==> src/rtl/svr_pkg.sv <==
package svr_pkg;

  localparam int SVR_QUEUE_DEPTH = 2;

  localparam logic OP_SET  = 1'b0;
  localparam logic OP_TICK = 1'b1;

  localparam logic [16:0] MAX_SHOWN     = 17'd99999;
  localparam logic [5:0]  TIMEOUT_LIMIT = 6'd50;

  typedef enum logic [1:0] {
    MODE_COUNTER = 2'd0,
    MODE_GOAL    = 2'd1,
    MODE_TEST    = 2'd2,
    MODE_NONE    = 2'd3
  } mode_t;

  typedef enum logic [1:0] {
    KIND_NONE  = 2'd0,
    KIND_VALUE = 2'd1,
    KIND_TEST  = 2'd2
  } kind_t;

  typedef struct packed {
    kind_t       kind;
    logic [16:0] value;
    mode_t       mode;
  } cmd_t;

endpackage

==> src/rtl/svr_front.sv <==
module svr_front
  import svr_pkg::*;
(
  input  logic        clk,
  input  logic        rst_n,
  input  logic        in_valid,
  output logic        in_stall,
  input  logic        in_opcode,
  input  logic [1:0]  in_mode_value,
  input  logic [31:0] in_counter_value,
  input  logic [31:0] in_goal_value,
  input  logic [31:0] in_remote_count,
  input  logic        q_full,
  output logic        q_push,
  output cmd_t        q_cmd
);

  mode_t       mode_r, mode_nxt;
  logic [31:0] prev_r, prev_nxt;
  logic [5:0]  ticks_r, ticks_nxt;
  logic [5:0]  ticks_inc;
  logic [31:0] sel;
  logic [16:0] clamped;

  assign in_stall = q_full;
  assign q_push   = in_valid && !q_full;

  assign sel       = (mode_r == MODE_COUNTER) ? in_counter_value : in_goal_value;
  assign ticks_inc = ticks_r + 6'd1;

  always_comb begin
    if (sel[31]) begin
      clamped = '0;
    end else if (sel > {15'd0, MAX_SHOWN}) begin
      clamped = MAX_SHOWN;
    end else begin
      clamped = sel[16:0];
    end
  end

  always_comb begin
    mode_nxt  = mode_r;
    prev_nxt  = prev_r;
    ticks_nxt = ticks_r;
    q_cmd.kind  = KIND_NONE;
    q_cmd.value = clamped;
    if (in_opcode == OP_SET) begin
      mode_nxt = mode_t'(in_mode_value);
    end else begin
      case (mode_r)
        MODE_COUNTER, MODE_GOAL: begin
          q_cmd.kind = KIND_VALUE;
        end
        MODE_TEST: begin
          q_cmd.kind = KIND_TEST;
          prev_nxt   = in_remote_count;
          if (in_remote_count == prev_r) begin
            if (ticks_inc > TIMEOUT_LIMIT) begin
              ticks_nxt = '0;
              mode_nxt  = MODE_COUNTER;
            end else begin
              ticks_nxt = ticks_inc;
            end
          end
        end
        default: begin
          q_cmd.kind = KIND_NONE;
        end
      endcase
    end
    q_cmd.mode = mode_nxt;
  end

  always_ff @(posedge clk) begin
    if (!rst_n) begin
      mode_r  <= MODE_COUNTER;
      prev_r  <= '0;
      ticks_r <= '0;
    end else if (q_push) begin
      mode_r  <= mode_nxt;
      prev_r  <= prev_nxt;
      ticks_r <= ticks_nxt;
    end
  end

endmodule

==> src/rtl/svr_queue.sv <==
module svr_queue #(
  parameter int WIDTH = 8,
  parameter int DEPTH = 2
) (
  input  logic             clk,
  input  logic             rst_n,
  input  logic             push,
  input  logic [WIDTH-1:0] push_data,
  input  logic             pop,
  output logic [WIDTH-1:0] pop_data,
  output logic             not_empty,
  output logic             full
);

  localparam int PW = (DEPTH > 1) ? $clog2(DEPTH) : 1;
  localparam int CW = $clog2(DEPTH + 1);
  localparam logic [PW-1:0] LAST = PW'(DEPTH - 1);

  logic [WIDTH-1:0] mem_r [DEPTH];
  logic [PW-1:0]    wr_r, wr_nxt;
  logic [PW-1:0]    rd_r, rd_nxt;
  logic [CW-1:0]    count_r, count_nxt;
  logic             do_push, do_pop;

  assign not_empty = (count_r != '0);
  assign full      = (count_r == CW'(DEPTH));
  assign do_push   = push && !full;
  assign do_pop    = pop && not_empty;
  assign pop_data  = mem_r[rd_r];

  always_comb begin
    wr_nxt    = wr_r;
    rd_nxt    = rd_r;
    count_nxt = count_r;
    if (do_push) begin
      wr_nxt = (wr_r == LAST) ? '0 : wr_r + PW'(1);
    end
    if (do_pop) begin
      rd_nxt = (rd_r == LAST) ? '0 : rd_r + PW'(1);
    end
    if (do_push && !do_pop) begin
      count_nxt = count_r + CW'(1);
    end else if (do_pop && !do_push) begin
      count_nxt = count_r - CW'(1);
    end
  end

  always_ff @(posedge clk) begin
    if (!rst_n) begin
      wr_r    <= '0;
      rd_r    <= '0;
      count_r <= '0;
    end else begin
      wr_r    <= wr_nxt;
      rd_r    <= rd_nxt;
      count_r <= count_nxt;
    end
  end

  always_ff @(posedge clk) begin
    if (do_push) begin
      mem_r[wr_r] <= push_data;
    end
  end

endmodule

==> src/rtl/svr_back.sv <==
module svr_back
  import svr_pkg::*;
(
  input  logic       clk,
  input  logic       rst_n,
  input  logic       q_not_empty,
  input  cmd_t       q_cmd,
  output logic       q_pop,
  output logic       out_valid,
  input  logic       out_stall,
  output logic       out_frame_sent,
  output logic [7:0] out_seg_digit0,
  output logic [7:0] out_seg_digit1,
  output logic [7:0] out_seg_digit2,
  output logic [7:0] out_seg_digit3,
  output logic [7:0] out_seg_digit4,
  output logic [1:0] out_mode_now
);

  localparam logic [34:0] RECIP_1000 = 35'd134218;

  function automatic logic [7:0] seg_of(input logic [3:0] d);
    logic [7:0] s;
    case (d)
      4'd0:    s = 8'h3F;
      4'd1:    s = 8'h06;
      4'd2:    s = 8'h5B;
      4'd3:    s = 8'h4F;
      4'd4:    s = 8'h66;
      4'd5:    s = 8'h6D;
      4'd6:    s = 8'h7D;
      4'd7:    s = 8'h07;
      4'd8:    s = 8'h7F;
      4'd9:    s = 8'h6F;
      default: s = 8'h00;
    endcase
    return s;
  endfunction

  // two decimal digits of a value below 100, tens via x*205 >> 11
  function automatic logic [7:0] two_digits(input logic [6:0] x);
    logic [14:0] p;
    logic [3:0]  t;
    logic [6:0]  o;
    p = ({8'd0, x} << 7) + ({8'd0, x} << 6) + ({8'd0, x} << 3)
      + ({8'd0, x} << 2) + {8'd0, x};
    t = p[14:11];
    o = x - ({3'd0, t} << 3) - ({3'd0, t} << 1);
    return {t, o[3:0]};
  endfunction

  logic        advance;

  logic        v1_r, v2_r, v3_r, out_valid_r;
  cmd_t        c1_r, c2_r, c3_r;
  logic [6:0]  hi1_r;
  logic [7:0]  hid2_r, hid3_r;
  logic [9:0]  lo2_r;
  logic [3:0]  d2_3_r;
  logic [6:0]  rem3_r;

  logic [34:0] prod;
  logic [16:0] hi_k;
  logic [16:0] lo_full;
  logic [15:0] lo41;
  logic [3:0]  d2;
  logic [9:0]  rem_full;

  logic [3:0]  dg0, dg1, dg3, dg4;
  logic [7:0]  r_digits;
  logic [7:0]  s0, s1, s2, s3, s4;
  logic        fs;

  logic       fs_r;
  logic [7:0] seg0_r, seg1_r, seg2_r, seg3_r, seg4_r;
  logic [1:0] mode_out_r;

  assign advance = !out_valid_r || !out_stall;
  assign q_pop   = advance && q_not_empty;

  assign prod    = {18'd0, q_cmd.value} * RECIP_1000;

  assign hi_k    = ({10'd0, hi1_r} << 10) - ({10'd0, hi1_r} << 4) - ({10'd0, hi1_r} << 3);
  assign lo_full = c1_r.value - hi_k;

  assign lo41    = ({6'd0, lo2_r} << 5) + ({6'd0, lo2_r} << 3) + {6'd0, lo2_r};
  assign d2      = lo41[15:12];
  assign rem_full = lo2_r - ({6'd0, d2} << 6) - ({6'd0, d2} << 5) - ({6'd0, d2} << 2);

  assign r_digits = two_digits(rem3_r);
  assign dg0 = hid3_r[7:4];
  assign dg1 = hid3_r[3:0];
  assign dg3 = r_digits[7:4];
  assign dg4 = r_digits[3:0];

  always_comb begin
    s0 = 8'h00;
    s1 = 8'h00;
    s2 = 8'h00;
    s3 = 8'h00;
    s4 = 8'h00;
    fs = 1'b0;
    case (c3_r.kind)
      KIND_VALUE: begin
        fs = 1'b1;
        s0 = (dg0 == 4'd0) ? 8'h00 : seg_of(dg0);
        s1 = (dg0 == 4'd0 && dg1 == 4'd0) ? 8'h00 : seg_of(dg1);
        s2 = (dg0 == 4'd0 && dg1 == 4'd0 && d2_3_r == 4'd0) ? 8'h00 : seg_of(d2_3_r);
        s3 = (dg0 == 4'd0 && dg1 == 4'd0 && d2_3_r == 4'd0 && dg3 == 4'd0)
             ? 8'h00 : seg_of(dg3);
        s4 = seg_of(dg4);
      end
      KIND_TEST: begin
        fs = 1'b1;
        s0 = seg_of(4'd0);
        s1 = seg_of(4'd0);
        s2 = seg_of(4'd0);
        s3 = seg_of(4'd0);
        s4 = seg_of(4'd0);
      end
      default: begin
        fs = 1'b0;
      end
    endcase
  end

  always_ff @(posedge clk) begin
    if (!rst_n) begin
      v1_r        <= 1'b0;
      v2_r        <= 1'b0;
      v3_r        <= 1'b0;
      out_valid_r <= 1'b0;
    end else if (advance) begin
      v1_r        <= q_not_empty;
      v2_r        <= v1_r;
      v3_r        <= v2_r;
      out_valid_r <= v3_r;
    end
  end

  always_ff @(posedge clk) begin
    if (advance) begin
      c1_r       <= q_cmd;
      hi1_r      <= prod[33:27];
      c2_r       <= c1_r;
      lo2_r      <= lo_full[9:0];
      hid2_r     <= two_digits(hi1_r);
      c3_r       <= c2_r;
      hid3_r     <= hid2_r;
      d2_3_r     <= d2;
      rem3_r     <= rem_full[6:0];
      fs_r       <= fs;
      seg0_r     <= s0;
      seg1_r     <= s1;
      seg2_r     <= s2;
      seg3_r     <= s3;
      seg4_r     <= s4;
      mode_out_r <= c3_r.mode;
    end
  end

  assign out_valid      = out_valid_r;
  assign out_frame_sent = fs_r;
  assign out_seg_digit0 = seg0_r;
  assign out_seg_digit1 = seg1_r;
  assign out_seg_digit2 = seg2_r;
  assign out_seg_digit3 = seg3_r;
  assign out_seg_digit4 = seg4_r;
  assign out_mode_now   = mode_out_r;

endmodule

==> src/rtl/seven_segment_value_renderer.sv <==
// Five-digit seven-segment renderer. Every input beat gives exactly one result beat, in
// order. The front end takes one beat per clock while the queue is not full, updates
// mode and remote-test state and queues a command; the back end converts the clamped
// value to decimal digits in a four-register pipeline (divide by 1000 through a
// reciprocal multiply, then the remaining digits by shift-add steps), and one beat per
// clock is sustained when neither side stalls. Input stall rises only while the
// command queue is full.
module seven_segment_value_renderer
  import svr_pkg::*;
#(
  parameter int QUEUE_DEPTH = SVR_QUEUE_DEPTH
) (
  input  logic        clk,
  input  logic        rst_n,
  input  logic        in_valid,
  output logic        in_stall,
  input  logic        in_opcode,
  input  logic [1:0]  in_mode_value,
  input  logic [31:0] in_counter_value,
  input  logic [31:0] in_goal_value,
  input  logic [31:0] in_remote_count,
  output logic        out_valid,
  input  logic        out_stall,
  output logic        out_frame_sent,
  output logic [7:0]  out_seg_digit0,
  output logic [7:0]  out_seg_digit1,
  output logic [7:0]  out_seg_digit2,
  output logic [7:0]  out_seg_digit3,
  output logic [7:0]  out_seg_digit4,
  output logic [1:0]  out_mode_now
);

  logic q_push, q_pop, q_full, q_not_empty;
  cmd_t push_cmd, pop_cmd;

  svr_front u_front (
    .clk              (clk),
    .rst_n            (rst_n),
    .in_valid         (in_valid),
    .in_stall         (in_stall),
    .in_opcode        (in_opcode),
    .in_mode_value    (in_mode_value),
    .in_counter_value (in_counter_value),
    .in_goal_value    (in_goal_value),
    .in_remote_count  (in_remote_count),
    .q_full           (q_full),
    .q_push           (q_push),
    .q_cmd            (push_cmd)
  );

  svr_queue #(
    .WIDTH ($bits(cmd_t)),
    .DEPTH (QUEUE_DEPTH)
  ) u_queue (
    .clk       (clk),
    .rst_n     (rst_n),
    .push      (q_push),
    .push_data (push_cmd),
    .pop       (q_pop),
    .pop_data  (pop_cmd),
    .not_empty (q_not_empty),
    .full      (q_full)
  );

  svr_back u_back (
    .clk            (clk),
    .rst_n          (rst_n),
    .q_not_empty    (q_not_empty),
    .q_cmd          (pop_cmd),
    .q_pop          (q_pop),
    .out_valid      (out_valid),
    .out_stall      (out_stall),
    .out_frame_sent (out_frame_sent),
    .out_seg_digit0 (out_seg_digit0),
    .out_seg_digit1 (out_seg_digit1),
    .out_seg_digit2 (out_seg_digit2),
    .out_seg_digit3 (out_seg_digit3),
    .out_seg_digit4 (out_seg_digit4),
    .out_mode_now   (out_mode_now)
  );

endmodule

==> config.mk <==
export PLATFORM = sky130hd
export DESIGN_NAME = seven_segment_value_renderer
export DESIGN_NICKNAME = d
export VERILOG_FILES = /design/src/rtl/svr_pkg.sv /design/src/rtl/svr_front.sv /design/src/rtl/svr_queue.sv /design/src/rtl/svr_back.sv /design/src/rtl/seven_segment_value_renderer.sv
export SDC_FILE = /design/constraint.sdc
export NUM_CORES = 1
export LEC_CHECK = 0
export BUFFER_PORTS_ARGS = -buffer_cell sky130_fd_sc_hd__buf_4
export CELL_PAD_IN_SITES_DETAIL_PLACEMENT = 2
export CELL_PAD_IN_SITES_GLOBAL_PLACEMENT = 2
export CORE_MARGIN = 1
export CORE_UTILIZATION = 40
export CTS_BUF_LIST = sky130_fd_sc_hd__clkbuf_8
export CTS_CLUSTER_SIZE = 30
export DETAILED_ROUTE_END_ITERATION = 8
export PLACE_DENSITY = 0.8
export REMOVE_ABC_BUFFERS = 1
export SYNTH_ARGS = -nofsm -noshare
export SYNTH_HDL_FRONTEND = slang
export SYNTH_SLANG_ARGS = --single-unit
==> constraint.sdc <==
create_clock -name clk -period 13.35 [get_ports clk]
set_clock_uncertainty 0.15 [all_clocks]
set_input_delay 0.6675 -clock clk [delete_from_list [all_inputs] [get_ports clk]]
set_output_delay 0.6675 -clock clk [all_outputs]
set_load 0.01 [all_outputs]
==> run_results.csv <==
group,metric,value,unit
run_status,outcome,"complete, no violations",
route,routedWlPerCell,19.1,µm
worst_setup_path,crit_arrival,6.79,ns
logic_synthesis,synth_fa_ha_area_frac,0.301,
timing,maxSlewHeadroom,0.252,
logic_synthesis,ys_types,65,
route,drtAntennaViolNets,0,
route,drt_iter0_drc,262,
logic_synthesis,synth_edf_count,146,
logic_synthesis,synth_top_family_by_area,"adder cells",
logic_synthesis,yosys.area_share.xor_xnor,0.0420,
clock_tree,cts.root.buffer_cell,"clkbuf_8",
timing,setup-tns-final,0,ns
timing,slew_viol_final,0,
clock_tree,ctsResizeCount,0,
layout,layout.filler_cells,3789,
worst_setup_path,required,13.51,ns
clock_tree,cts_tree,"done",
logic_synthesis,synthMuxAreaShare,0.0295,
logic_synthesis,synth_warnings,0,
timing,hold_ws,0.242,ns
placed_design,dp_hpwl,29.8,mm
route,viasPerCell,5.21,
clock_tree,cts_sinks,216,
worst_setup_path,endpoint_kind,"flop",
grt,grt_max_degree,67,
logic_synthesis,yosys.area_share.simple,0.107,
grt,gr-total-overflow,0,
logic_synthesis,synth.avg_cell_area,10.9,µm²
placed_design,io_buffers,142,
clock_tree,post-cts-setup-buffer-count,0,
route,routed_wl,39.1,mm
flow_run,drv_cap,0,
timing,finalHoldViolCount,0,
timing,worstMarginPinSlew,1.12,ns
grt,grt_pass1_wl,63.9,mm
logic_synthesis,netlist_area,0.0150,mm²
layout,area_delta_synth_final,15.7,%
grt,antenna_found_initial,0,
die,num_rows,70,
logic_synthesis,synth_ff_type,"edfxtp_1",
layout,nets,1966,
die,die_area,0.0383,mm²
die,start_util,0.408,
timing,setup_viol,0,
clock_tree,clk_latency,0.56,ns
layout,drive_gt1_frac,0.157,
clock_tree,clockBufferDepth,3,
logic_synthesis,synth_seq_cells,216,
logic_synthesis,async_flop_share,0,
die,pin_count,148,
worst_setup_path,worstSetupPathType,"reg2reg",
logic_synthesis,synthCells,1384,
grt,grt_pass1_vias,12299,
timing,period_share,0.497,
worst_setup_path,crit_fanout,23,
worst_setup_path,cp-start-kind,"flop",
clock_tree,h-tree-depth,2,
worst_setup_path,rrSetupSlack,6.71,ns
clock_tree,clkTransAtPathRegs,0.06,ns
logic_synthesis,synth_compound_area_frac,0.0825,
placed_design,gp_congestion,0.772,
clock_tree,cts_buffers,42,
grt,grtUsageTotal,0.210,
die,die_w,196,µm
route,first_pass_iters,6,
die,die_h,196,µm
die,core-area,0.0368,mm²
worst_hold_path,hp-class,"in2reg",
layout,diodes,0,
logic_synthesis,ys_seq_area_frac,0.385,
route,num_vias,10663,
worst_hold_path,whs_path_depth,3,
route,drc_errors,0,
clock_tree,holdBufCountCts,0,
timing,fin_crit,6.64,ns
timing,max_freq,151,MHz
worst_setup_path,rr_worst_depth,20,
timing,rsz0062_at_grt,"no",
## path summary, 6_finish.rpt
path                  startpoint                 end
max                         flop     u_back.hi1_r[6]
min reg2reg       u_back.c1_r[0]      u_back.c2_r[0]
max reg2reg                 flop     u_back.hi1_r[6]
min          in_remote_count[13]  u_front.prev_r[13]
## metal layers
layer | GRT usage | wire [µm]
met1 | 0.240 | 16200
met2 | 0.396 | 20400
met3 | 0.0296 | 1190
met4 | 0.0752 | 1260
met5 | 0 | 0
## logic make-up after synthesis
logic type / Yosys count
AOI/OAI and AO/OA: 188
other: 1
adders and majority gates: 318
muxes: 41
and+or+nand+nor: 347
xor gates and xnor gates: 72
buffers and inverters: 201
DFF: 216
## critical path, stage by stage, from the launching register on
cell and delay (ns):
dfxtp_1 0.95, mux2_2 0.54, ha_1 0.34, ha_1 0.17, inv_1 0.06, fa_1 0.54
inv_1 0.05, ha_1 0.31, fa_1 0.54, inv_1 0.05, fa_1 0.54, inv_1 0.05
ha_1 0.30, a211oi_1 0.30, o21ai_0 0.19, a21oi_1 0.18, nand3_1 0.14, a221o_1 0.40
o211a_1 0.27, o21ai_0 0.21, xnor2_1 0.11
## cells in the final DEF (no fill, tap or decap), types with 15 or more instances in the layout
cell      Yosys  layout
mux2i_1      15      15
buf_4         5     146
nand4_1      18      18
fa_1         73      73
ha_1        245     245
nor4_1       15      15
dfxtp_1      70      70
o21ai_0      41      41
a21oi_1      34      34
a21boi_0     37      37
nand2_1     179     179
a31oi_1      18      18
nor2b_1      15      15
nor3_1       17      16
nor2_1       45      43
mux2_2       26      26
xnor2_1      62      62
inv_1       167     186
edfxtp_1    146     146
clkbuf_8      0      44
## area by class of cell
type	instances	area (µm²)	area share
flip-flops and latches	216	5790	0.333
multi-input cells	971	8480	0.488
well taps	468	586	0.0337
inverters	168	633	0.0364
clock buffers	44	606	0.0348
clock inverters	33	199	0.0114
repair buffers	146	1100	0.0630
## synthesized netlist by cell type, types with 2 or more instances
library cell	count	area, µm²
nand2_1	179	672
a21o_1	9	67.6
and2_1	8	50.1
ha_1	245	3070
and3_4	2	22.5
a31oi_1	18	113
inv_1	167	627
buf_1	2	7.51
o22ai_1	4	25.0
o211ai_1	5	37.5
nor4_1	15	93.8
or2_2	5	31.3
nor2_1	45	169
nand2b_1	3	18.8
o21ai_0	41	205
nor3b_1	4	30.0
o21bai_1	3	22.5
a2111o_1	2	22.5
a21boi_0	37	278
dfxtp_1	70	1400
a22o_1	3	26.3
xor2_1	10	87.6
and3_1	10	62.6
o211a_1	2	20.0
nor3_1	17	85.1
xnor2_1	62	543
mux2_2	26	293
a211oi_1	8	60.1
edfxtp_1	146	4380
o21a_1	6	45.0
nand4_1	18	113
mux2i_1	15	150
nand3_1	12	60.1
buf_4	5	37.5
clkbuf_1	25	93.8
a21oi_1	34	170
o21ai_1	2	10.0
nand3b_1	4	30.0
nor2b_1	15	93.8
fa_1	73	1460
or3_1	3	18.8
## stage by stage
stage / std cells / utilization / setup WS (ns) / cell area, µm²
final: 2046 / 0.473 / 6.71 / 17400
after global routing: 2046 / 0.473 / 6.31 / 17400
after CTS: 2046 / 0.473 / 6.60 / 17400
after detailed placement: 1969 / 0.451 / 6.74 / 16600
after global placement: 1969 / 0.451 / 7.02 / 16600
after floorplan: 1355 / - / 7.45 / 14900
Power is not shown: default switching activity piles up to over one toggle a cycle in this logic, so the estimate is an artifact.
